<file path="config.mk">
export PLATFORM = sky130hd
export DESIGN_NAME = lpht_ctrl
export DESIGN_NICKNAME = d
export VERILOG_FILES = /design/src/rtl/core/lpht_pkg.sv /design/src/rtl/core/lpht_ctrl.sv
export SDC_FILE = /design/constraint.sdc
export NUM_CORES = 1
export LEC_CHECK = 0
export BUFFER_PORTS_ARGS = -buffer_cell sky130_fd_sc_hd__clkbuf_2
export CORE_UTILIZATION = 36
export DETAILED_ROUTE_END_ITERATION = 8
export RECOVER_POWER = 25
export SLEW_MARGIN = 10
export SYNTH_ARGS = -nofsm -noshare
export SYNTH_HDL_FRONTEND = slang
export SYNTH_SLANG_ARGS = --single-unit
</file>
<file path="constraint.sdc">
create_clock -name clk -period 2.4 [get_ports clk]
set_clock_uncertainty 0.05 [all_clocks]
set_input_delay 0.36 -clock clk [delete_from_list [all_inputs] [get_ports clk]]
set_output_delay 0.36 -clock clk [all_outputs]
set_load 0.005 [all_outputs]
</file>
<file path="src/rtl/core/lpht_pkg.sv">
`timescale 1ns / 1ps
`default_nettype none
package lpht_pkg;

    localparam int SLOTS_DEF         = 64;
    localparam int MAX_KEY_BYTES_DEF = 8;
    localparam int VALUE_BITS_DEF    = 64;

    localparam logic [31:0] FNV_BASIS = 32'd2166136261;
    localparam logic [31:0] FNV_PRIME = 32'd16777619;

    localparam logic [1:0] CMD_INSERT = 2'd0;
    localparam logic [1:0] CMD_FIND   = 2'd1;
    localparam logic [1:0] CMD_REMOVE = 2'd2;
    localparam logic [1:0] CMD_UNUSED = 2'd3;

    localparam logic [1:0] ST_DONE   = 2'd0;
    localparam logic [1:0] ST_ABSENT = 2'd1;
    localparam logic [1:0] ST_FULL   = 2'd2;

    localparam logic [0:0] REG_SLOTS_IN_USE = 1'd0;
    localparam logic [0:0] REG_MAX_ENTRIES  = 1'd1;

    typedef struct packed {
        logic [1:0]  command;
        logic [63:0] key_bytes;
        logic [3:0]  key_length;
        logic [63:0] value_in;
    } in_item_t;

    typedef struct packed {
        logic [1:0]  status;
        logic [63:0] value_out;
        logic [5:0]  slot_index;
    } out_item_t;

    // Commands from the controller to the datapath.
    typedef struct packed {
        logic load;        // capture a new transaction
        logic hash_step;   // one FNV byte step
        logic mod_start;   // begin reduction of the hash
        logic mod_step;    // one restoring-division step
        logic probe_read;  // issue a slot read at the probe index
        logic advance;     // move probe index to the next slot
        logic commit;      // apply the write and form the result
    } lpht_cmd_t;

    // Status from the datapath to the controller.
    typedef struct packed {
        logic hash_done;
        logic mod_done;
        logic hit_free;    // slot never used
        logic hit_live;    // live matching key
        logic probe_last;  // every slot in use visited
    } lpht_sts_t;

endpackage
`default_nettype wire

</file>
<file path="src/rtl/core/lpht_ctrl.sv">
`timescale 1ns / 1ps
`default_nettype none
module lpht_ctrl
    import lpht_pkg::*;
(
    input  wire logic      clk,
    input  wire logic      rst_n,
    input  wire logic      in_valid,
    output logic           in_ready,
    output logic           out_valid,
    input  wire logic      out_ready,
    input  lpht_sts_t      sts,
    output lpht_cmd_t      cmd
);

    typedef enum logic [6:0] {
        S_IDLE  = 7'b0000001,
        S_HASH  = 7'b0000010,
        S_MODST = 7'b0000100,
        S_MOD   = 7'b0001000,
        S_READ  = 7'b0010000,
        S_CHECK = 7'b0100000,
        S_DONE  = 7'b1000000
    } state_t;

    state_t state_reg, state_next;
    logic   out_valid_reg, out_valid_next;

    // Output register lets a finished result wait while a new transaction arrives.
    assign in_ready  = (state_reg == S_IDLE);
    assign out_valid = out_valid_reg;

    // Sequencer for hash, reduction and probe.
    always_comb
    begin
        state_next     = state_reg;
        out_valid_next = out_valid_reg;
        cmd            = '0;
        if (out_valid_reg && out_ready)
        begin
            out_valid_next = 1'b0;
        end
        case (state_reg)
            S_IDLE:
            begin
                if (in_valid)
                begin
                    cmd.load   = 1'b1;
                    state_next = S_HASH;
                end
            end
            S_HASH:
            begin
                if (sts.hash_done)
                begin
                    state_next = S_MODST;
                end
                else
                begin
                    cmd.hash_step = 1'b1;
                end
            end
            S_MODST:
            begin
                cmd.mod_start = 1'b1;
                state_next    = S_MOD;
            end
            S_MOD:
            begin
                if (sts.mod_done)
                begin
                    cmd.probe_read = 1'b1;
                    state_next     = S_CHECK;
                end
                else
                begin
                    cmd.mod_step = 1'b1;
                end
            end
            S_READ:
            begin
                cmd.probe_read = 1'b1;
                state_next     = S_CHECK;
            end
            S_CHECK:
            begin
                if (sts.hit_free || sts.hit_live || sts.probe_last)
                begin
                    state_next = S_DONE;
                end
                else
                begin
                    cmd.advance = 1'b1;
                    state_next  = S_READ;
                end
            end
            S_DONE:
            begin
                if (!out_valid_reg || out_ready)
                begin
                    cmd.commit     = 1'b1;
                    out_valid_next = 1'b1;
                    state_next     = S_IDLE;
                end
            end
            default:
            begin
                state_next = S_IDLE;
            end
        endcase
    end

    always_ff @(posedge clk or negedge rst_n)
    begin
        if (!rst_n)
        begin
            state_reg     <= S_IDLE;
            out_valid_reg <= 1'b0;
        end
        else
        begin
            state_reg     <= state_next;
            out_valid_reg <= out_valid_next;
        end
    end

endmodule
`default_nettype wire

</file>
==> impl_metrics.ini <==
[cells_and_area]
nets = 83
largest_reg_flops = 7
diodes = 0
area_growth_pct = 21.27
drive_gt1_share_pct = 34.25

[yosys]
syn_avg_cell_area_um2 = 9.138
yosysWarnings = 0
synth-seq-cells = 8
synth_common_cells = 8 x nor2_1, 7 x dfrtp_1, 5 x nand2_1
synth_edf_count = 0
ys_seq_area_share_pct = 39.36
syn_nets = 65
synth_area_leaders = dfrtp_1 34%, nor2_1 5.9%, dfstp_2 5.1%, nor3b_1 4.4%, mux2i_1 3.9%
synthMostInstantiatedCell = nor2_1
synth_top_area_share_pct = 34.23
ys_async_sr_fraction_pct = 100.0
ys.flop_type = dfrtp_1
netlist_area_um2 = 511.7
synthesis.instances = 56
synth_cell_type_count = 27
yosys.area.top_type = dfrtp_1

[power]
p_sw_uw = 152.2
leakage_uw = 0.0002872
power_frac_seq_pct = 41.8
p_sw_share_pct = 33.04
combPwrFrac_pct = 33.7
internal_power_uw = 308.6
p_per_area_nw_per_um2 = 742.5
irDropWorstVdd_mv = 0.4445
clockPowerShare_pct = 24.5

[hold_path]
holdPathEnd = state_reg[4]
hold_path_class = in2reg
hold_depth = 2
worstHoldStart = sts[2]

[timing]
fin_crit_ns = 2.021
rsz0062_at_grt = false
hold_viol = 0
final_max_slew_viol_count = 0
finalSetupViolCount = 0
relSlewSlack_pct = 69.10
finalCritPeriodShare_pct = 84.21
fin_hold_ws_ns = 0.2460
fmax_ghz = 0.4948
tightest_slew_ns = 0.4635
fin_tns_setup_ns = 0

[floorplan]
boundaryPins = 18
die_h_um = 39.70
dieArea_um2 = 1576
start_util_pct = 38.84
die_x_um = 39.70
rows = 13
core-area_um2 = 1318

[clocking]
clock_path_buffers = 2
clk_latency_ns = 0.25
h-tree-depth = 1
cts-root-buf = clkbuf_4
cts_resized = 0
postCtsSetupBuffers = 0
cts_sinks = 8
cts_tree = yes
cts_buffers = 3
clk_pin_slew_ns = 0.06

[detailed_routing]
drc = 0
wl_per_cell_um = 11.47
vias_per_cell = 5.273
vias = 464
wirelength_um = 1009
drtPass1Iterations = 3
antenna_left = 0
dr.first_iter.drc_count = 11

[global_routing]
grt_pass1_vias = 354
grtUsageTotal_pct = 15.91
overflow = 0
grt_start_max_net_pins = 9
antenna_found_initial = 0
grt_pass1_wl_um = 1538

[place]
gp_congestion = 0.7226
io_buffers = 17
dp_hpwl_um = 785

[critical_path]
cp_data_arrival_time_ns = 1.61
path_class = reg2out
required_ns = 1.99
worstReg2RegStart = state_reg[5]
reg2reg_to = state_reg[6]
end_kind = primary output
cp_max_fo = 7
r2r_slack_ns = 1.01
critPathLaunchType = register
r2r_cells = 3

[run_status]
outcome = complete, no violations

[flow_run]
drv_cap = 0
[logic make-up (layout without fill, tap and decap cells)]
family / count (synthesis) / in the layout / share of synthesized area, %
buffers and inverters: 5 / 22 / 5.866
muxes: 2 / 2 / 3.912
xor gates and xnor gates: 1 / 1 / 1.712
and+or+nand+nor: 35 / 35 / 42.54
AOI/OAI and AO/OA: 5 / 5 / 6.601
DFF: 8 / 8 / 39.37
[routing by layer]
| layer | global-route usage, % | vias to the layer above | routed length (um) |
|---|---|---|---|
| met1 | 21.68 | 217 | 499 |
| met5 | 0 | - | 0 |
| met2 | 19.67 | 9 | 456 |
| li1 | - | 236 | - |
| met4 | 12.93 | 0 | 19 |
| met3 | 5.114 | 2 | 32 |
[how the worst max path moves through the flow]
| stage | startpoint | end | slack, ns | cells after the start |
|---|---|---|---|---|
| after global routing | state_reg[5] | cmd[0] | 0.24 | 4 |
| final | state_reg[5] | cmd[0] | 0.38 | 4 |
| after CTS | state_reg[5] | cmd[0] | 0.36 | 4 |
| after global placement | state_reg[2] | cmd[0] | 0.70 | 4 |
| after floorplan | state_reg[6] | cmd[1] | 0.82 | 5 |
| after detailed placement | state_reg[2] | cmd[0] | 0.65 | 4 |
[power groups by stage]
stage | logic [uW] | clock network [uW] | registers, uW
after global placement | 160 | 0 | 195
after global routing | 177 | 123 | 196
final | 155 | 113 | 193
after floorplan | 115 | 0 | 186
after CTS | 158 | 116 | 193
after detailed placement | 156 | 0 | 195
[final cells by class]
class | count | area [um2]
Clock buffer | 4 | 26.28
Multi-Input combinational cell | 43 | 280.3
Fill cell | 135 | 696.9
Timing Repair Buffer | 18 | 93.84
Sequential cell | 8 | 201.4
Tap cell | 15 | 18.77
[repair_timing]
item	CTS	global route
hold buffers	1	0
endpoints found under the setup margin	0	0
endpoints found under the hold margin	7	0
[critical path: stages (launching register included)]
cell and delay (ns):
dfrtp_1 0.46, nor4_2 0.43, nand3_1 0.20, nor2b_1 0.15, clkbuf_2 0.12
[stage by stage]
stage	utilization, %	cells	instance area [um2]	power [uW]	setup slack, ns
after CTS	47.20	88	621.8	467.0	0.3619
after floorplan	-	56	511.7	301.5	0.8218
after detailed placement	44.44	83	585.6	351.5	0.6487
after global placement	44.44	83	585.6	355.0	0.6965
final	47.10	88	620.6	460.8	0.3791
after global routing	47.10	88	620.6	495.9	0.2416
[placed cells by master, fill, tap and decap left out]
cell,n
a21oi_1,1
a221oi_1,1
and4b_1,1
clkbuf_1,2
clkbuf_2,16
clkbuf_4,3
dfrtp_1,7
dfstp_2,1
dlygate4sd3_1,1
mux2i_1,2
nand2_1,5
nand2b_1,2
nand3_1,1
nand3b_1,1
nand3b_2,1
nand4b_1,1
nor2_1,8
nor2b_1,3
nor2b_2,1
nor3_1,2
nor3_2,1
nor3b_1,3
nor3b_2,1
nor4_1,3
nor4_2,1
o22ai_1,2
o31ai_1,1
xnor2_1,1
Note: power is estimated with default switching activity, not from simulation.
